===== config.mk =====
export PLATFORM = sky130hd
export DESIGN_NAME = css_queue
export DESIGN_NICKNAME = d
export VERILOG_FILES = /design/src/sv/css_pkg.sv /design/src/sv/css_queue.sv
export VERILOG_INCLUDE_DIRS = /design/src /design/src/sv
export SDC_FILE = /design/constraint.sdc
export NUM_CORES = 1
export LEC_CHECK = 0
export ABC_AREA = 0
export BUFFER_PORTS_ARGS = -buffer_cell sky130_fd_sc_hd__buf_4
export CAP_MARGIN = 20
export CORE_UTILIZATION = 33
export DETAILED_ROUTE_END_ITERATION = 12
export PLACE_DENSITY = 0.62
export SLEW_MARGIN = 20
export SYNTH_ARGS = -nofsm -noshare
export SYNTH_HDL_FRONTEND = slang
export SYNTH_SLANG_ARGS = --single-unit

===== constraint.sdc =====
create_clock -name clk -period 9.34 [get_ports clk]
set_input_delay 0.934 -clock clk [delete_from_list [all_inputs] [get_ports clk]]
set_output_delay 0.934 -clock clk [all_outputs]
set_load 0.05 [all_outputs]

===== src/sv/cosine_similarity_score_core_defines.svh =====
// Assertion macros shared by the cosine similarity score RTL
`ifndef COSINE_SIMILARITY_SCORE_CORE_DEFINES_SVH
`define COSINE_SIMILARITY_SCORE_CORE_DEFINES_SVH

// condition holds in the same cycle
`define CSS_ASSERT_NOW(lbl, ante, cons) \
    lbl: assert property (@(posedge clk) disable iff (!rst_n) (ante) |-> (cons)) \
        else $error("assertion failed");

// condition holds in the cycle after the antecedent
`define CSS_ASSERT_NEXT(lbl, ante, cons) \
    lbl: assert property (@(posedge clk) disable iff (!rst_n) (ante) |=> (cons)) \
        else $error("assertion failed");

`endif


===== src/sv/css_pkg.sv =====
// Shared types and constants of the cosine similarity score block
package css_pkg;

    localparam int ACC_BITS  = 44;
    localparam int PROD_BITS = 2 * ACC_BITS;
    localparam int CFG_BITS  = 16;
    localparam int SRCH_BITS = 124;

    localparam logic REG_CENTER_OFFSET = 1'b0;
    localparam logic REG_INVERSE_RANGE = 1'b1;

    localparam logic signed [CFG_BITS-1:0] CENTER_OFFSET_RST = 16'sd12117;
    localparam logic [CFG_BITS-1:0]        INVERSE_RANGE_RST = 16'd10923;

    typedef struct packed {
        logic signed [ACC_BITS-1:0] dot;
        logic [ACC_BITS-1:0]        norm_a;
        logic [ACC_BITS-1:0]        norm_b;
    } acc_snap_t;

    typedef struct packed {
        logic      valid;
        acc_snap_t data;
    } snap_port_t;

endpackage


===== src/sv/css_queue.sv =====
// Short queue of accumulator snapshots between front and back end
`include "cosine_similarity_score_core_defines.svh"

module css_queue #(
    parameter int DEPTH = 2
) (
    input  logic                clk,
    input  logic                rst_n,
    input  logic                push,
    input  css_pkg::acc_snap_t  wdata,
    output logic                full,
    input  logic                take,
    output css_pkg::snap_port_t head
);

    localparam int PTR_W = (DEPTH > 1) ? $clog2(DEPTH) : 1;
    localparam int CNT_W = $clog2(DEPTH + 1);

    css_pkg::acc_snap_t slot_reg [DEPTH];
    logic [PTR_W-1:0]   wr_ptr_reg, wr_ptr_next;
    logic [PTR_W-1:0]   rd_ptr_reg, rd_ptr_next;
    logic [CNT_W-1:0]   count_reg, count_next;
    logic               do_push, do_pop;

    always_comb
    begin
        full       = (count_reg == CNT_W'(DEPTH));
        head.valid = (count_reg != '0);
        head.data  = slot_reg[rd_ptr_reg];
        do_push    = push && !full;
        do_pop     = take && head.valid;

        wr_ptr_next = wr_ptr_reg;
        rd_ptr_next = rd_ptr_reg;
        if (do_push)
            wr_ptr_next = (wr_ptr_reg == PTR_W'(DEPTH - 1)) ? '0 : wr_ptr_reg + 1'b1;
        if (do_pop)
            rd_ptr_next = (rd_ptr_reg == PTR_W'(DEPTH - 1)) ? '0 : rd_ptr_reg + 1'b1;

        count_next = count_reg;
        if (do_push && !do_pop)
            count_next = count_reg + 1'b1;
        else if (do_pop && !do_push)
            count_next = count_reg - 1'b1;
    end

    always_ff @(posedge clk)
    begin
        if (do_push)
            slot_reg[wr_ptr_reg] <= wdata;
    end

    always_ff @(posedge clk or negedge rst_n)
    begin
        if (!rst_n)
        begin
            wr_ptr_reg <= '0;
            rd_ptr_reg <= '0;
            count_reg  <= '0;
        end
        else
        begin
            wr_ptr_reg <= wr_ptr_next;
            rd_ptr_reg <= rd_ptr_next;
            count_reg  <= count_next;
        end
    end

    `CSS_ASSERT_NOW(a_count_bound, 1'b1, count_reg <= CNT_W'(DEPTH))
    `CSS_ASSERT_NEXT(a_count_up, do_push && !do_pop, count_reg == $past(count_reg) + 1'b1)
    `CSS_ASSERT_NEXT(a_count_down, do_pop && !do_push, count_reg == $past(count_reg) - 1'b1)

endmodule


# Word level (Yosys, flattened, before mapping)
# Memory sizes are Yosys's and may differ from the RTL's.
# Index checks and enable logic that the tools add are counted.
# totals
latch_bits	0
mem_count	1
ram_bits	264
register_bits	4
in_bits	136
mem_bits_ro	0
word_cells	24
# op_classes
multipliers	0
n_reduce_logical	9
n_lt_le_gt_ge	0
add_sub_neg	4
n_bitwise	0
div	0
eq_ne	1
mux	6
n_shift	0
# memory_table
memory	words	word_bits	read_ports	rd_ports_with_merged_regs	write_ports	line	text
slot_reg	2	132	1	0	1	css_queue.sv:19	css_pkg::acc_snap_t slot_reg [DEPTH];
# op_table
operator	count
$logic_and 1x1->1	4
$mux 1	4
$mux 2	2
$reduce_bool 2->1	2
$logic_not 1->1	3
$add 1x1->1 const B	2
$add 2x1->2 const B	1
$eq 2x2->1 const B	1
$sub 2x1->2 const B	1

# Depth between registers and ports, before layout
# logic_depth
ltp_word	7
depth_mapped	7
ltp_nobuf	7

# Worst setup path after synthesis
# No wires, ideal clock.
# synth_path
kind	input -> register
startpoint	in push
endpoint	mem slot_reg[0][0] (netlist bit), enable pin
arrival_time_ns	6.507
slack_ns	2.209
t_required_ns	8.715
cell_stages	2
path_cell_list	nand2_1 nor2_1
# synth_between
elab_chain_len	3
# synth_lines
item	line	text
start: declaration	css_queue.sv:9	input logic push,
$logic_and 1x1->1	css_queue.sv:30	do_push = push && !full;
$mux 1	css_queue.sv:49	if (do_push)
$mux 1 (not written as such)	css_queue.sv:50	slot_reg[wr_ptr_reg] <= wdata;
end: declaration	css_queue.sv:19	
# No other way between the ends.

==> reports/metrics.csv <==
metric;value;unit
status;finished, final reports clean;
ys_seq_elements;268;
syn_avg_cell_area;23.3;um2
synth_cell_types;15;
grt_overflow;0;
crit_top_cell;buf_4;
criticalPathCategory;reg -> out;
grt_pass1_wl;29.1;mm
swShare;0.388;
largest_reg_flops;264;
grt_max_degree;60;
maxCapViolCount;0;
die_w;176;um
die_y;176;um
end_kind;primary output;
cpMaxStageDelayCell;dfrtp_4;
diodes;0;
finalHoldViolCount;0;
gp_congestion;0.719;
cts_setup_buffers;0;
grt_setup_unrepaired;false;
r2r-start;count_reg[0];
ir_drop;0.287;mV
initial_utilization;0.337;
drt-initial-drc-count;287;
grt_antenna_before_repair;0;
setup-tns-final;0;ps
syn-num-nets;567;
crit_required;8410;ps
dieArea;31000;um2
pwr-share-clk;0.220;
final_common_cell;buf_4;
max_freq;221;MHz
avgRoutedWirePerCell;17.7;um
numCtsBuffers;28;
p_sw;1.95;mW
port-buffer-count;269;
vias;4980;
layout_setup_ws;4810;ps
yosys.area.top_type;edfxtp_1;
syn_area;10000;um2
cts-root-buf;clkbuf_16;
synthTopCellsByArea;edfxtp_1, mux2_4, mux2_2;
pre_cts_ws;5240;ps
post-place-cells;1080;
drt_pass1_iterations;4;
hp-class;in -> async;
grt_usage;0.124;
io_pins;270;
core;29700;um2
finalWirelength;20.0;mm
slew_violations;0;
seq_area_frac_synth;0.802;
yosysWarnings;0;
post_cts_resized;0;
via_per_inst;4.40;
clock_skew;6.59;ps
setup_viol;0;
cts_tree;yes;
p_seq_frac;0.348;
areaGrowthSynthToFinish;33.7;%
period_needed;4530;ps
synthesis.instances;430;
hpwlAfterDp;12.9;mm
slew_headroom;0.388;
antenna_left;0;
clock_latency;520;ps
num_rows;63;
period_share;0.485;
layout-drive-gt1-share;0.606;
ctsHoldBuffers;0;
clk_path_buf_depth;3;
grt_pass1_vias;5100;
critPathMaxFanout;49;
final_nets;857;
stdcell_count;1132;
drcViolationCount;0;
combPwrFrac;0.432;
arrival;3590;ps
crit_path_max_incr_delay;840;ps
rrSetupSlack;6650;ps
cts_sinks;268;
reg2reg_depth;4;
leakage;5.15;nW
final_cell_mix;buf_4, edfxtp_1, mux2_4;
reg2reg_to;slot_reg[0][41];
power.density;375;nW/um2
final_core_util;0.450;
p_int;3.07;mW
path_clk_slew;60;ps
ctsHtreeMaxLevel;1;
path_cells;buf_4 -> buf_4 -> mux2_2 -> buf_4;
tightest_slew;916;ps
synth.top_cell.area_share;0.792;
startpoint_type;flop;
-- metal layers --
layer | global-route usage | up-vias | routed length [um] | part of all wire
met5 | 0 | - | 0 | 0
met4 | 0.0351 | 0 | 353 | 0.018
met3 | 0.0448 | 28 | 1900 | 0.095
met2 | 0.201 | 203 | 9670 | 0.48
met1 | 0.155 | 2463 | 8080 | 0.40
li1 | - | 2286 | - | -
-- power by group through the flow --
stage               Sequential, mW  Clock [mW]  Combinational (mW)
floorplan                     1.76           0                1.66
global placement              1.76           0                2.20
detailed placement            1.77           0                2.20
CTS                           1.75        1.14                2.21
global route                  1.77        1.18                2.27
finish                        1.75        1.10                2.17
-- metrics by stage --
stage               area (um2)  hold slack, ps  power, mW
finish                   13400             191       5.02
global route             13400             160       5.23
CTS                      13400             162       5.10
detailed placement       12400             478       3.98
global placement         12400             481       3.96
floorplan                10000             456       3.42
-- cells in the mapped netlist --
library cell and count:
and3_1 1, buf_2 6, edfxtp_1 264, mux2_4 70
xor2_1 2, ha_1 1, or2_2 1, inv_1 2
mux2_2 62, nand2_1 2, xnor2_1 3, nand2b_1 1
nor2_1 2, buf_6 9, dfrtp_1 4
-- area by class of cell --
cell class	instances	area [um2]
inverters	2	7.51
multi-input cells	145	1850
clock buffers	49	871
fillers	2585	16300
flip-flops and latches	268	8030
well taps	390	488
repair buffers	275	2060
clock inverters	3	65.1
-- logic make-up (layout without fill, tap and decap cells) --
logic type               count (synthesis)  in the layout  share of synthesized area
buffers and inverters                   17            329                     0.0139
multiplexers                           132            132                      0.175
AND/OR/NAND/NOR                          7              7                    0.00338
XOR/XNOR                                 5              5                    0.00438
flip-flops                             268            268                      0.802
adder cells (fa/ha/maj)                  1              1                    0.00125
-- worst max-delay path by stage --
stage | from | slack (ps) | to | cells after the start
2_1_floorplan | push | 2210 | slot_reg[0][0] | 2
5_1_grt | rd_ptr_reg | 4580 | head[19] | 4
6_report | rd_ptr_reg | 4810 | head[11] | 4
4_1_cts | rd_ptr_reg | 4660 | head[20] | 4
3_3_place_gp | rd_ptr_reg | 5260 | head[17] | 4
3_5_place_dp | rd_ptr_reg | 5240 | head[20] | 4
-- worst max-delay path, delay by kind of cell, from the launching register on --
| family | cells | cell delay, ps |
|---|---|---|
| multiplexers | 1 | 420 |
| flip-flops | 1 | 840 |
| buffers and inverters | 3 | 1750 |
(Power assumes the default switching activity.)
