$ cat src/sv/cosine_similarity_score_core_defines.svh
// Assertion macros shared by the cosine similarity score RTL
`ifndef COSINE_SIMILARITY_SCORE_CORE_DEFINES_SVH
`define COSINE_SIMILARITY_SCORE_CORE_DEFINES_SVH

// condition holds in the same cycle
`define CSS_ASSERT_NOW(lbl, ante, cons) \
    lbl: assert property (@(posedge clk) disable iff (!rst_n) (ante) |-> (cons)) \
        else $error("assertion failed");

// condition holds in the cycle after the antecedent
`define CSS_ASSERT_NEXT(lbl, ante, cons) \
    lbl: assert property (@(posedge clk) disable iff (!rst_n) (ante) |=> (cons)) \
        else $error("assertion failed");

`endif

$ cat src/sv/css_pkg.sv
// Shared types and constants of the cosine similarity score block
package css_pkg;

    localparam int ACC_BITS  = 44;
    localparam int PROD_BITS = 2 * ACC_BITS;
    localparam int CFG_BITS  = 16;
    localparam int SRCH_BITS = 124;

    localparam logic REG_CENTER_OFFSET = 1'b0;
    localparam logic REG_INVERSE_RANGE = 1'b1;

    localparam logic signed [CFG_BITS-1:0] CENTER_OFFSET_RST = 16'sd12117;
    localparam logic [CFG_BITS-1:0]        INVERSE_RANGE_RST = 16'd10923;

    typedef struct packed {
        logic signed [ACC_BITS-1:0] dot;
        logic [ACC_BITS-1:0]        norm_a;
        logic [ACC_BITS-1:0]        norm_b;
    } acc_snap_t;

    typedef struct packed {
        logic      valid;
        acc_snap_t data;
    } snap_port_t;

endpackage

$ cat src/sv/css_front.sv
// Front end: saturating multiply-accumulate of element pairs, snapshot on last
module css_front #(
    parameter int ELEMENT_BITS = 16
) (
    input  logic                           clk,
    input  logic                           rst_n,
    input  logic                           accept,
    input  logic signed [ELEMENT_BITS-1:0] a_element,
    input  logic signed [ELEMENT_BITS-1:0] b_element,
    input  logic                           last,
    output logic                           snap_push,
    output css_pkg::acc_snap_t             snap_data
);

    localparam int PW = 2 * ELEMENT_BITS;
    localparam int SW = ((PW > css_pkg::ACC_BITS) ? PW : css_pkg::ACC_BITS) + 2;
    localparam logic signed [SW-1:0] DOT_MAX = (SW'(1) <<< (css_pkg::ACC_BITS - 1)) - SW'(1);
    localparam logic signed [SW-1:0] DOT_MIN = -DOT_MAX - SW'(1);
    localparam logic [SW-1:0]        NORM_MAX = (SW'(1) << css_pkg::ACC_BITS) - SW'(1);

    logic signed [css_pkg::ACC_BITS-1:0] dot_reg, dot_next;
    logic [css_pkg::ACC_BITS-1:0]        na_reg, na_next;
    logic [css_pkg::ACC_BITS-1:0]        nb_reg, nb_next;

    logic signed [PW-1:0] prod_ab, prod_aa, prod_bb;
    logic signed [SW-1:0] dot_wide;
    logic [SW-1:0]        na_wide, nb_wide;
    logic signed [css_pkg::ACC_BITS-1:0] dot_sat;
    logic [css_pkg::ACC_BITS-1:0]        na_sat, nb_sat;

    always_comb
    begin
        prod_ab  = a_element * b_element;
        prod_aa  = a_element * a_element;
        prod_bb  = b_element * b_element;
        dot_wide = SW'(dot_reg) + SW'(prod_ab);
        na_wide  = SW'(na_reg) + SW'($unsigned(prod_aa));
        nb_wide  = SW'(nb_reg) + SW'($unsigned(prod_bb));

        if (dot_wide > DOT_MAX)
            dot_sat = DOT_MAX[css_pkg::ACC_BITS-1:0];
        else if (dot_wide < DOT_MIN)
            dot_sat = DOT_MIN[css_pkg::ACC_BITS-1:0];
        else
            dot_sat = dot_wide[css_pkg::ACC_BITS-1:0];
        na_sat = (na_wide > NORM_MAX) ? NORM_MAX[css_pkg::ACC_BITS-1:0]
                                      : na_wide[css_pkg::ACC_BITS-1:0];
        nb_sat = (nb_wide > NORM_MAX) ? NORM_MAX[css_pkg::ACC_BITS-1:0]
                                      : nb_wide[css_pkg::ACC_BITS-1:0];

        snap_push        = accept && last;
        snap_data.dot    = dot_sat;
        snap_data.norm_a = na_sat;
        snap_data.norm_b = nb_sat;

        dot_next = dot_reg;
        na_next  = na_reg;
        nb_next  = nb_reg;
        if (accept)
        begin
            if (last)
            begin
                dot_next = '0;
                na_next  = '0;
                nb_next  = '0;
            end
            else
            begin
                dot_next = dot_sat;
                na_next  = na_sat;
                nb_next  = nb_sat;
            end
        end
    end

    always_ff @(posedge clk or negedge rst_n)
    begin
        if (!rst_n)
        begin
            dot_reg <= '0;
            na_reg  <= '0;
            nb_reg  <= '0;
        end
        else
        begin
            dot_reg <= dot_next;
            na_reg  <= na_next;
            nb_reg  <= nb_next;
        end
    end

endmodule

$ cat config.mk
export PLATFORM = sky130hd
export DESIGN_NAME = css_front
export DESIGN_NICKNAME = d
export VERILOG_FILES = /design/src/sv/cosine_similarity_score_core_defines.svh /design/src/sv/css_pkg.sv /design/src/sv/css_front.sv
export SDC_FILE = /design/constraint.sdc
export NUM_CORES = 2
export LEC_CHECK = 0
export BUFFER_PORTS_ARGS = -buffer_cell sky130_fd_sc_hd__buf_4
export CORE_ASPECT_RATIO = 1.25
export CORE_MARGIN = 8
export CORE_UTILIZATION = 53
export DETAILED_ROUTE_END_ITERATION = 8
export PLACE_DENSITY = 0.72
export SYNTH_ARGS = -nofsm -noshare
export SYNTH_HDL_FRONTEND = slang
export SYNTH_SLANG_ARGS = --single-unit
export TNS_END_PERCENT = 1
$ cat constraint.sdc
create_clock -name clk -period 12.5 [get_ports clk]
set_input_delay 0.625 -clock clk [delete_from_list [all_inputs] [get_ports clk]]
set_output_delay 0.625 -clock clk [all_outputs]
set_load 0.05 [all_outputs]
After elaboration in Yosys (flattened, before gate mapping)

Cells that the tools add are included.
W data, S select, Z words.

Reductions and logical operators: 1
Add/subtract/negate cells: 3
Multipliers: 3
Equality and inequality tests: 0
Bitwise logic cells: 0
Magnitude comparators: 4
Div/mod/pow operators: 0
Shift-type cells: 0
Multiplexer cells: 7

Operators with widths:

| cell                   | number |
|---|---|
| $mux W44               | 7 |
| $add A44 B32 Y45       | 3 |
| $gt A45 B44 Y1 const B | 3 |
| $mul A16 B16 Y32       | 3 |
| $lt A45 B44 Y1 const B | 1 |
| $logic_and A1 B1 Y1    | 1 |

Input port bits: 36
Memory bits (writable): 0
Logic and storage cells: 21
Memories kept: 0
Memory bits (read-only): 0
Bits in latches: 0
Bits in registers: 132
Output and inout bits: 133

Longest topological paths before layout

Depth after elaboration: 6
Gate-level depth with buffers: 37
Mapped depth without buffers: 34

Worst setup path before layout

OpenSTA, ideal clock, no wires.

Path type: input to output
Start point: input b_element[2]
End point: output snap_data[43] (netlist bit)
Stages on the path: 31
Data arrival time: 9.053 ns
Slack: 2.822 ns
Required time: 11.875 ns
Buffers on the path: 4
Cell sequence: clkbuf_1 > clkbuf_1 > nand2_1 > fa_1 > fa_1 > fa_1 > inv_1 > fa_1 > fa_1 > inv_1 > fa_1 > inv_1 > ha_1 > and3_1 > and3_1 > a32oi_1 > a211oi_1 > nor3_1 > nor3_1 > a2111oi_0 > a21oi_1 > xor2_1 > ha_1 > clkbuf_1 > a21oi_1 > nor2b_1 > o21ai_0 > o21ai_0 > clkbuf_1 > a21oi_1 > o21ai_0

RTL lines:

| item            | line            | RTL |
|---|---|---|
| start, declared | css_front.sv:9  | `input logic signed [ELEMENT_BITS-1:0] b_element,` |
| end, declared   | css_front.sv:12 | `output css_pkg::acc_snap_t snap_data` |

==> key figures <==
Status
  • Status: completed

Global routing
  • First-pass GRT wire length: 172.1 mm
  • Total GRT Usage: 24.70%
  • Initial antenna violation count: 1
  • Remaining global-route overflow: 0
  • Vias in the first global route: ~34000
  • Largest net degree at the start of global routing: 80

CTS
  • Clock sink count: 132
  • CTS tree: yes
  • Post-cts sizing count: 0
  • Total CTS buffers: 17
  • Post-CTS setup buffers: 0
  • Worst-skew pair later-pin latency: 0.49 ns
  • Root buffer cell: clkbuf_16
  • CTS H-Tree Depth: 4
  • CTS Buffer Depth: 2
  • CTS Hold Buffers Added: 0
  • Clock-pin transition on the worst setup and hold timing paths: ~0.060 ns

Placed design
  • Port Buf Inserts: 168
  • RD Place Congestion: 0.9203
  • DP Cell Count: ~5500
  • Hpwl dp: between 80 and 90 mm

Drt
  • Vias after detailed routing: 30810
  • DR pass1 iterations: 5
  • Vias/cell: 5.586
  • # DRC: 0
  • WL met3: around 4.1 mm
  • Antenna Violating Nets Remaining: 0
  • Post-route met1 wirelength: 39.61 mm
  • Top Layer Used: met4
  • Met2 Routed Length: 55.03 mm
  • Wire length per cell: 18.77 um
  • Final WL: 103.5 mm
  • DR iter-0 viols: roughly 1900

Floorplanning
  • Area of the core: about 76000 um2
  • Die W: roughly 260 um
  • Die Y-Extent: 325.9 um
  • Die ar.: between 80000 and 90000 um2
  • # rows: 113
  • Top Ports: 169
  • Initial core utilization: 53.52%

Synthesis
  • Yosys top cell by area: fa_1
  • Synthesized area: roughly 41000 um2
  • Netlist cell types: 80
  • Ys flop type: dfrtp_1
  • Synth Instances: 4514
  • Synth warn: 0
  • Share of flip-flops with an asynchronous set or reset: 100.0%
  • Syn Nets: between 5000 and 6000
  • Yosys reg bits: 132
  • Number of synthesized flops with an enable pin: 0
  • Post-synth top cells: inv_1, fa_1, nand2_1
  • Synth top area cells: fa_1, ha_1, inv_1, dfrtp_1, nand2_1
  • Count leader, synth: inv_1
  • Mean post-synth cell area: 9.018 um2
  • Seq/Total Area, Yosys: 8.115%
  • Yosys top cell area share: 40.57%

Timing
  • Fin. max-slew vios: 0
  • Final setup TNS: 0 ns
  • Final Hold Viols: 0
  • Final setup vio count: 0
  • Slew at the pin with the worst max-slew slack: 1.161 ns
  • Fmax: 92.07 MHz
  • Fin Clk Skew: 0.01105 ns
  • Slew headroom: 22.62%
  • Tcrit/Tclk final: roughly 87%
  • Final Critical Period: 10.86 ns
  • RSZ-0062 raised after global routing: no

Worst setup path
  • Crit Reg-Reg Endpoint: dot_reg[19]
  • Crit-path max FO: 45
  • Crit path DAT: a little over 10 ns
  • Worst R2R Path Depth: 22
  • Most frequent CP cell: fa_1
  • Slowest CP cell: a21o_2
  • Worst setup SP type: input pin
  • Crit end category: output port
  • R2R Path Start: dot_reg[3]
  • R2R setup slack: 5.71 ns
  • CP peak stage delay: between 1 and 1.5 ns
  • Worst endpoint required time: between 10 and 15 ns
  • Kind of critical path: input pin to output port

Worst hold path
  • Worst min-delay path category: input pin to async pin

Cells and area
  • FILL cells: approximately 6900
  • Final net count: 5749
  • Non-Filler Instances: 5515
  • Share of cells above drive strength 1: 6.260%
  • Area Growth Syn to Fin: 6.009%

Job
  • Max-cap violations: 0
==> layout make-up <==
type | instances | area, um2 | area share (%)
timing repair buffer | 184 | 1385 | 3.210
clock buffer | 20 | 456.7 | 1.058
tap | 977 | 1222 | 2.833
antenna | 1 | 2.502 | 0.005799
sequential | 132 | 3303 | 7.655
inverter | 1001 | 3760 | 8.713
multi-input combinational | 3189 | 32900 | 76.23
clock inverter | 11 | 127.6 | 0.2957
==> per-stage QoR <==
stage	hold WS, ns	area (um2)	util (%)	worst slack (ns)
final	0.2049	43150	56.73	1.638
after global routing	0.2527	43150	56.73	1.003
after CTS	0.2198	43150	56.73	1.640
after detailed placement	0.4821	42570	55.96	1.668
after global placement	0.4785	42570	55.96	1.871
after floorplan	0.3294	40710	-	2.822
==> worst max path at each step <==
stage,endpoint,slack [ns],start,cells after the start
6_report,snap_data[27],1.64,b_element[2],30
3_3_place_gp,snap_data[27],1.87,b_element[2],30
4_1_cts,snap_data[27],1.64,b_element[2],30
2_1_floorplan,snap_data[43],2.82,b_element[2],31
5_1_grt,snap_data[43],1.00,b_element[2],30
3_5_place_dp,snap_data[27],1.67,b_element[2],30
==> placed cells by master (no fill, tap or decap), drive strengths merged, types with 11 or more instances in the layout <==
cell type and count:
buf 184, clkinv 11, and3 40, o21a 27, clkbuf 20, nand3 47
dfrtp 132, a31oi 27, and4 11, maj3 12, o211ai 13, nand2b 39
and2 166, a31o 11, o21bai 21, inv 997, fa 825, ha 363
a22o 63, o2bb2ai 32, nand2 467, o21ai 115, xnor2 128, a21oi 206
a211oi 32, nor2 189, nand4 21, nor3 39, a21o 82, xor2 51
nor2b 19
==> worst max-delay path: cells and delay by family <==
kind / cells / cell delay, ns
xor+xnor: 2 / 0.38
compound gates: 7 / 3.03
fa+ha+maj: 8 / 3.54
simple gates: 7 / 1.42
buf+inv: 6 / 1.22
==> metal layers <==
layer	up-vias	GRT usage, %
li1	14150	-
met1	15700	29.02
met2	737	45.33
met3	215	2.623
met4	0	10.75
met5	-	0
==> cell families (layout without fill, tap and decap cells) <==
kind of cell / Yosys count / count (layout) / share of synthesized area (%)
xor gates and xnor gates: 179 / 179 / 3.851
other: 0 / 1 / 0
muxes: 8 / 8 / 0.2121
AOI/OAI and AO/OA: 729 / 729 / 12.14
adders and majority gates: 1200 / 1200 / 52.03
DFF: 132 / 132 / 8.115
and+or+nand+nor: 1073 / 1073 / 12.50
buffers and inverters: 1193 / 1216 / 11.15
Power is left out: the tool's default activity adds up to more than one toggle a clock period on the data nets, which glitch-free logic cannot reach.
