<file path="src/sv/cosine_similarity_score_core_defines.svh">
// Assertion macros shared by the cosine similarity score RTL
`ifndef COSINE_SIMILARITY_SCORE_CORE_DEFINES_SVH
`define COSINE_SIMILARITY_SCORE_CORE_DEFINES_SVH

// condition holds in the same cycle
`define CSS_ASSERT_NOW(lbl, ante, cons) \
    lbl: assert property (@(posedge clk) disable iff (!rst_n) (ante) |-> (cons)) \
        else $error("assertion failed");

// condition holds in the cycle after the antecedent
`define CSS_ASSERT_NEXT(lbl, ante, cons) \
    lbl: assert property (@(posedge clk) disable iff (!rst_n) (ante) |=> (cons)) \
        else $error("assertion failed");

`endif

</file>
<file path="src/sv/css_pkg.sv">
// Shared types and constants of the cosine similarity score block
package css_pkg;

    localparam int ACC_BITS  = 44;
    localparam int PROD_BITS = 2 * ACC_BITS;
    localparam int CFG_BITS  = 16;
    localparam int SRCH_BITS = 124;

    localparam logic REG_CENTER_OFFSET = 1'b0;
    localparam logic REG_INVERSE_RANGE = 1'b1;

    localparam logic signed [CFG_BITS-1:0] CENTER_OFFSET_RST = 16'sd12117;
    localparam logic [CFG_BITS-1:0]        INVERSE_RANGE_RST = 16'd10923;

    typedef struct packed {
        logic signed [ACC_BITS-1:0] dot;
        logic [ACC_BITS-1:0]        norm_a;
        logic [ACC_BITS-1:0]        norm_b;
    } acc_snap_t;

    typedef struct packed {
        logic      valid;
        acc_snap_t data;
    } snap_port_t;

endpackage

</file>
<file path="src/sv/css_back.sv">
// Back end: cosine by bitwise search over shared partial products, then score
`include "cosine_similarity_score_core_defines.svh"

module css_back (
    input  logic                                  clk,
    input  logic                                  rst_n,
    input  css_pkg::snap_port_t                   head,
    output logic                                  take,
    input  logic signed [css_pkg::CFG_BITS-1:0]   center_offset,
    input  logic [css_pkg::CFG_BITS-1:0]          inverse_range,
    input  logic                                  pop,
    output logic                                  empty,
    output logic [15:0]                           similarity,
    output logic signed [15:0]                    cosine,
    output logic                                  zero_norm
);

    localparam int AB = css_pkg::ACC_BITS;
    localparam int HB = AB / 2;
    localparam int PB = css_pkg::PROD_BITS;
    localparam int XB = css_pkg::SRCH_BITS;

    typedef enum logic [7:0] {
        ST_IDLE  = 8'b0000_0001,
        ST_MUL   = 8'b0000_0010,
        ST_INIT  = 8'b0000_0100,
        ST_TRY_A = 8'b0000_1000,
        ST_TRY_B = 8'b0001_0000,
        ST_SCALE = 8'b0010_0000,
        ST_SCORE = 8'b0100_0000,
        ST_DONE  = 8'b1000_0000
    } back_state_t;

    back_state_t state_reg, state_next;

    logic [AB-1:0]          na_reg, nb_reg, mag_reg;
    logic                   neg_reg;
    logic [2:0]             cnt_reg;
    logic [PB-1:0]          p_reg, r_reg;
    logic signed [XB-1:0]   x_reg, q_reg, h_reg, s_reg;
    logic [15:0]            c_reg;
    logic [3:0]             bit_reg;
    logic signed [15:0]     cos_reg;
    logic signed [33:0]     prod_reg;
    logic [15:0]            sim_reg;
    logic                   zn_reg;

    logic [AB-1:0]          op_x, op_y;
    logic [HB-1:0]          half_x, half_y;
    logic [PB-1:0]          term, acc_base;
    logic signed [XB-1:0]   x_try, r_cmp;
    logic [16:0]            lo;
    logic signed [16:0]     cos_wide;
    logic signed [16:0]     diff;
    logic signed [34:0]     t_val;
    logic [22:0]            t_round;
    logic                   head_zero;

    always_comb
    begin
        op_x   = cnt_reg[2] ? mag_reg : na_reg;
        op_y   = cnt_reg[2] ? mag_reg : nb_reg;
        half_x = cnt_reg[0] ? op_x[AB-1:HB] : op_x[HB-1:0];
        half_y = cnt_reg[1] ? op_y[AB-1:HB] : op_y[HB-1:0];
        term   = PB'(half_x * half_y);
        unique case (cnt_reg[1:0])
            2'b00:        term = term;
            2'b01, 2'b10: term = term << HB;
            default:      term = term << (2 * HB);
        endcase
        if (cnt_reg[1:0] == 2'b00)
            acc_base = '0;
        else
            acc_base = cnt_reg[2] ? r_reg : p_reg;

        x_try = s_reg + h_reg;
        r_cmp = $signed({{(XB - PB - 32){1'b0}}, r_reg, 32'b0});

        lo       = c_reg[15] ? 17'h08000 : {1'b0, c_reg};
        cos_wide = neg_reg ? -$signed(lo) : $signed(lo);
        if (cos_wide > 17'sd32767)
            cos_wide = 17'sd32767;
        diff = 17'(cos_wide) - 17'(center_offset);

        t_val   = 35'sd268435456 + 35'(prod_reg);
        t_round = 23'((t_val + 35'sd4096) >>> 13);

        head_zero = (head.data.norm_a == '0) || (head.data.norm_b == '0);
        take      = (state_reg == ST_IDLE) && head.valid;

        state_next = state_reg;
        unique case (state_reg)
            ST_IDLE:  if (head.valid) state_next = head_zero ? ST_DONE : ST_MUL;
            ST_MUL:   if (cnt_reg == 3'd7) state_next = ST_INIT;
            ST_INIT:  state_next = ST_TRY_A;
            ST_TRY_A: state_next = ST_TRY_B;
            ST_TRY_B: state_next = (bit_reg == 4'd0) ? ST_SCALE : ST_TRY_A;
            ST_SCALE: state_next = ST_SCORE;
            ST_SCORE: state_next = ST_DONE;
            ST_DONE:  if (pop) state_next = ST_IDLE;
            default:  state_next = ST_IDLE;
        endcase

        empty      = (state_reg != ST_DONE);
        similarity = sim_reg;
        cosine     = cos_reg;
        zero_norm  = zn_reg;
    end

    always_ff @(posedge clk or negedge rst_n)
    begin
        if (!rst_n)
            state_reg <= ST_IDLE;
        else
            state_reg <= state_next;
    end

    always_ff @(posedge clk)
    begin
        unique case (state_reg)
            ST_IDLE:
            begin
                na_reg  <= head.data.norm_a;
                nb_reg  <= head.data.norm_b;
                neg_reg <= head.data.dot[AB-1];
                mag_reg <= head.data.dot[AB-1] ? AB'(-head.data.dot) : AB'(head.data.dot);
                cnt_reg <= '0;
                sim_reg <= '0;
                cos_reg <= '0;
                zn_reg  <= head_zero;
            end
            ST_MUL:
            begin
                if (cnt_reg[2])
                    r_reg <= acc_base + term;
                else
                    p_reg <= acc_base + term;
                cnt_reg <= cnt_reg + 1'b1;
            end
            ST_INIT:
            begin
                // start at c = 0, k = 2c-1 = -1
                x_reg   <= XB'(p_reg);
                q_reg   <= XB'(p_reg) <<< 32;
                h_reg   <= -(XB'(p_reg) <<< 17);
                c_reg   <= '0;
                bit_reg <= 4'd15;
            end
            ST_TRY_A:
                s_reg <= x_reg + q_reg;
            ST_TRY_B:
            begin
                if (x_try <= r_cmp)
                begin
                    x_reg          <= x_try;
                    c_reg[bit_reg] <= 1'b1;
                    h_reg          <= (h_reg >>> 1) + q_reg;
                end
                else
                    h_reg <= h_reg >>> 1;
                q_reg   <= q_reg >>> 2;
                bit_reg <= bit_reg - 1'b1;
            end
            ST_SCALE:
            begin
                cos_reg  <= cos_wide[15:0];
                prod_reg <= 34'(diff * $signed({1'b0, inverse_range}));
            end
            ST_SCORE:
            begin
                if (t_val < 0)
                    sim_reg <= '0;
                else if (t_round > 23'd65535)
                    sim_reg <= 16'hFFFF;
                else
                    sim_reg <= t_round[15:0];
            end
            ST_DONE:
                sim_reg <= sim_reg;
            default:
                cnt_reg <= cnt_reg;
        endcase
    end

    `CSS_ASSERT_NEXT(a_hold_result, state_reg == ST_DONE && !pop, state_reg == ST_DONE)
    `CSS_ASSERT_NOW(a_zero_norm_result, state_reg == ST_DONE && zn_reg,
                    sim_reg == '0 && cos_reg == '0)
    `CSS_ASSERT_NEXT(a_start, state_reg == ST_IDLE && head.valid, state_reg != ST_IDLE)

endmodule

</file>
<file path="config.mk">
export PLATFORM = sky130hd
export DESIGN_NAME = css_back
export DESIGN_NICKNAME = d
export VERILOG_FILES = /design/src/sv/css_pkg.sv /design/src/sv/css_back.sv
export VERILOG_INCLUDE_DIRS = /design/src /design/src/sv
export SDC_FILE = /design/constraint.sdc
export NUM_CORES = 2
export LEC_CHECK = 0
export BUFFER_PORTS_ARGS = -buffer_cell sky130_fd_sc_hd__clkbuf_2
export CELL_PAD_IN_SITES_DETAIL_PLACEMENT = 1
export CELL_PAD_IN_SITES_GLOBAL_PLACEMENT = 1
export CORE_AREA = 8 8 499 501
export DETAILED_ROUTE_END_ITERATION = 12
export DIE_AREA = 0 0 507 509
export GPL_ROUTABILITY_DRIVEN = 0
export PLACE_DENSITY = 0.68
export SLEW_MARGIN = 0
export SYNTH_ARGS = -nofsm -noshare
export SYNTH_HDL_FRONTEND = slang
export SYNTH_SLANG_ARGS = --single-unit
</file>
<file path="constraint.sdc">
create_clock -name clk -period 31.9 [get_ports clk]
set_input_delay 4.785 -clock clk [delete_from_list [all_inputs] [get_ports clk]]
set_output_delay 4.785 -clock clk [all_outputs]
set_load 0.01 [all_outputs]
</file>
# After elaboration in Yosys (flattened, before gate mapping)
# Index checks and enable logic that the tools add are counted.
dict set report word_totals {
  regBits 903
  wordCells 109
  out_inout_bits 35
}
dict set report classes {
  reduce_logical 17
  muxes 32
  multipliers 2
  n_eq_ne 16
  n_addsub 12
  order_cmp 6
  bitwise 3
}
# op n
set ops {}
lappend ops {{$pmux 124 s2} 3}
lappend ops {{$add 124x124->124} 2}
lappend ops {{$mux 124} 2}
lappend ops {{$mux 88} 2}
lappend ops {{$pmux 88 s2} 1}
lappend ops {{$add 123x124->124} 1}
lappend ops {{$le 124x121->1} 1}
lappend ops {{$neg 105->124} 1}
lappend ops {{$pmux 16 s2} 3}
lappend ops {{$add 88x88->88} 1}
lappend ops {{$logic_not 44->1} 2}
lappend ops {{$mux 44} 2}
lappend ops {{$mux 16} 4}
lappend ops {{$pmux 8 s8} 1}
lappend ops {{$mul 22x22->44} 1}
lappend ops {{$mux 22} 2}
lappend ops {{$neg 44->44} 1}
lappend ops {{$mux 43} 1}
lappend ops {{$add 30x34->35 const A} 1}
lappend ops {{$add 35x14->35 const B} 1}
lappend ops {{$lt 35x1->1 const B} 1}
lappend ops {{$mul 17x17->34} 1}
lappend ops {{$mux 17} 2}
lappend ops {{$mux 8} 4}
lappend ops {{36 further kinds} 47}

# Depth between registers and ports, before layout
dict set report logic_depth {
  ltp_word 7
  mapped_depth 51
}

# Least setup slack after synthesis
# OpenSTA, ideal clock, no wires.
dict set report synth_path {
  path_type {in2reg}
  start {input port center_offset[0] (netlist name)}
  end {register prod_reg[33] (data pin)}
  n_path_buf 1
  setup_ns 0.260
  slack_ns 17.646
  arrival_time_ns 13.994
  t_required_ns 31.640
  cell_stages 40
  path_cell_list {ha_1 > inv_1 > fa_1 > a21o_1 > a21oi_1 > o21ai_0 > a21oi_1 > o21ai_0 > a21oi_1 > o21ai_0 > a21oi_1 > o21ai_0 > a21oi_1 > nor2b_1 > o31ai_1 > a21boi_0 > clkbuf_1 > nand2_1 > (+4 left out) > fa_1 > fa_1 > inv_1 > fa_1 > inv_1 > ha_1 > a211oi_1 > nand2_1 > a21oi_1 > o22ai_1 > o311ai_0 > o21ai_0 > a21oi_1 > nor2b_1 > nor2_1 > o2111ai_1 > a21oi_1 > xnor2_1}
}
dict set report synth_between {
  elab_chain_len 2
}
# element line
set synth_rtl {}
lappend synth_rtl {{from (decl)} css_back.sv:9} ;# input logic signed [css_pkg::CFG_BITS-1:0] center_offset,
lappend synth_rtl {{$sub 17x16->17} css_back.sv:83} ;# diff = 17'(cos_wide) - 17'(center_offset);
lappend synth_rtl {{$mul 17x17->34} css_back.sv:167} ;# prod_reg <= 34'(diff * $signed({1'b0, inverse_range}));
lappend synth_rtl {{to (signal assigned)} css_back.sv:167}
lappend synth_rtl {{to (decl)} css_back.sv:44} ;# logic signed [33:0] prod_reg;
# No other way between the ends.
# A chain may end at the register's enable or synchronous reset.

# Worst setup path in the final report
# Ends and elaborated chain as after synthesis.

==> results.txt <==
sequential share of the synthesized area: 0.2771
reg2reg start: cnt_reg[2]$_SDFFCE_PN0P_
R2R Path End: p_reg[84]$_DFFE_PP_
number of gates resized after cts: 0
via count: 81.74k
TNS Setup: 0 ns
Layout Nets: 12.21k
gr usage total: 0.2674
Routed WL per cell: 25.75 um
Die Y-Extent: 509 um
crit path launch type: primary input
Routed WL: 356400 um
met3 usage: 0.03685
DR iter-0 viols: 6974
Max clock buf depth: 3
CTS tree: yes
Period Utilization, post-route: 0.4538
RSZ-0062 raised after global routing: no
ys flop type: edfxtp_1
post-DP HPWL: 287300 um
Cell Area, Synth: 0.09597 sq mm
DRT Pass-1 Iters: 7
largest net degree at the start of global routing: 140
Final Hold Violating Endpoints: 0
DR DRC count: 0
Rows: 181
HP Start: x_reg[0]$_DFFE_PP_
Die ar.: 0.2581 sq mm
drt via density: 5.905
Final setup viols: 0
Yosys cell types: 92
worst hold-check path type: reg2reg
Worst-path clk slew: 0.06 ns
number of synthesized register bits: 887
commonest non-fill, non-tap cell in the layout: nand2_1
antenna viol nets, final: 0
WS Path Type: in2reg
status: finished clean
Initial Utilization: 0.3975
critical path required time: 32.43 ns
top cell type by total area after synthesis: edfxtp_1
Setup crit end kind: flop
internal reg-to-reg setup slack: 18.22 ns
synthesis-to-layout area growth: 7.711%
slowest stage delay, CP: 0.56 ns
Rel. slew slack: 0.001314
Min-Delay Endpoint: s_reg[0]$_DFFE_PP_
Mapped Avg Cell Area: 9.000 sq um
slowest CP cell: o311ai_0
layout cells sized above 1: 0.05765
total CTS buffers: 104
initial antenna violation count: 9
GR Util met1: 0.3763
Ports: 203
vias in the first global route: 85.41k
GR peak layer: met2
CP arrival: 15.01 ns
CP max FO: 25
root cell of the clock tree: clkbuf_16
most frequent cells in the layout: nand2_1, inv_1, edfxtp_1
gr ovfl total: 0
Yosys top cell area share: 0.2750
Worst Clk Skew: 0.07434 ns
Worst Tran Pin Value: 1.498 ns
fmax: 69.08 MHz
Synth area leaders: edfxtp_1, fa_1, ha_1
# port buffers: 202
first-pass GRT wire length: 535100 um
Post-CTS Hold Buffers: 0
M2 GR Usage: 0.4190
Post-Syn Nets: 12.32k
Yosys Warn Count: 0
post-synthesis async set-or-reset flop share: 0.009019
Worst Hold Depth: 1
worst skew pair latency: 0.80 ns
synthesized instance count: 10.66k
H-tree levels: 3
Reg2Reg Depth: 42
Most common cell on crit path: a21oi_1
Die Width: 507 um
core area: 0.2414 sq mm
post-route minimum period: 14.48 ns
fin. max-slew vios: 0
setup bufs post-CTS: 0
clk sinks: 887
maxcap violations: 0
Post-synth EDFFs: 879
==> worst max path at each step <==
stage	endpoint	slack (ns)	startpoint	cells past startpoint
4_1_cts	prod_reg[33]$_DFFE_PP_	17.48	center_offset[0]	42
5_1_grt	prod_reg[33]$_DFFE_PP_	16.70	center_offset[0]	42
6_report	prod_reg[33]$_DFFE_PP_	17.42	center_offset[0]	42
3_3_place_gp	prod_reg[33]$_DFFE_PP_	16.98	center_offset[0]	42
2_1_floorplan	prod_reg[33]$_DFFE_PP_	17.65	center_offset[0]	40
3_5_place_dp	prod_reg[33]$_DFFE_PP_	16.69	center_offset[0]	42
==> logic make-up (layout without fill, tap and decap cells) <==
family                     count (synthesis)  after routing  share of synthesized area
and+or+nand+nor                         3448           3448                     0.1701
AOI/OAI and AO/OA                       2383           2383                     0.1574
buffers and inverters                   1573           1544                    0.06179
adders and majority gates               1490           1490                     0.2469
DFF                                      887            887                     0.2771
xor gates and xnor gates                 658            658                    0.06005
muxes                                    224            224                    0.02665
other                                      0              6                          0
==> final cells by class <==
| cell class | instances | area (sq um) |
|---|---|---|
| repair buffers | 283 | 1669 |
| diodes | 6 | 15.01 |
| well taps | 3202 | 4006 |
| fillers | 28000 | 138000 |
| inverters | 1071 | 4030 |
| clock inverters | 69 | 745.7 |
| multi-input cells | 8203 | 63600 |
| flip-flops and latches | 887 | 26600 |
| clock buffers | 121 | 2708 |
==> synth_stat cells (all sizes together) (151+ instances only) <==
cell	n
inv	1071
a21oi	708
fa	673
and2	296
nand2	1395
ha	817
o21ai	519
edfxtp	879
xnor2	426
nor2	687
nor3	151
a21o	381
nand4	180
clkbuf	465
xor2	232
nand3	177
mux2i	179
==> worst max-delay path, delay by kind of cell <==
family                     cells  cell delay, ns
AOI/OAI and AO/OA             20            4.62
and+or+nand+nor                5            0.60
adders and majority gates      9            3.99
buffers and inverters          7            0.90
xor gates and xnor gates       1            0.09
==> metal layers <==
layer	share of wire	vias up
met5	0.000036	-
met4	0.043	2
met3	0.068	566
met2	0.44	2813
met1	0.45	41530
li1	-	36830
==> per-stage QoR <==
| step | instance area [sq um] | utilization | std cells | setup slack, ns | hold WS (ns) |
|---|---|---|---|---|---|
| after global placement | 99900 | 0.4138 | 13650 | 16.98 | 0.5526 |
| after detailed placement | 99900 | 0.4138 | 13650 | 16.69 | 0.5479 |
| final | 103400 | 0.4282 | 13840 | 17.42 | 0.5646 |
| after global routing | 103400 | 0.4281 | 13840 | 16.70 | 0.5718 |
| after CTS | 103400 | 0.4281 | 13840 | 17.48 | 0.5683 |
| after floorplan | 95970 | - | 10660 | 17.65 | 0.5257 |
Power is left out: the tool's default activity adds up to more than one toggle a clock period on the data nets, which glitch-free logic cannot reach.
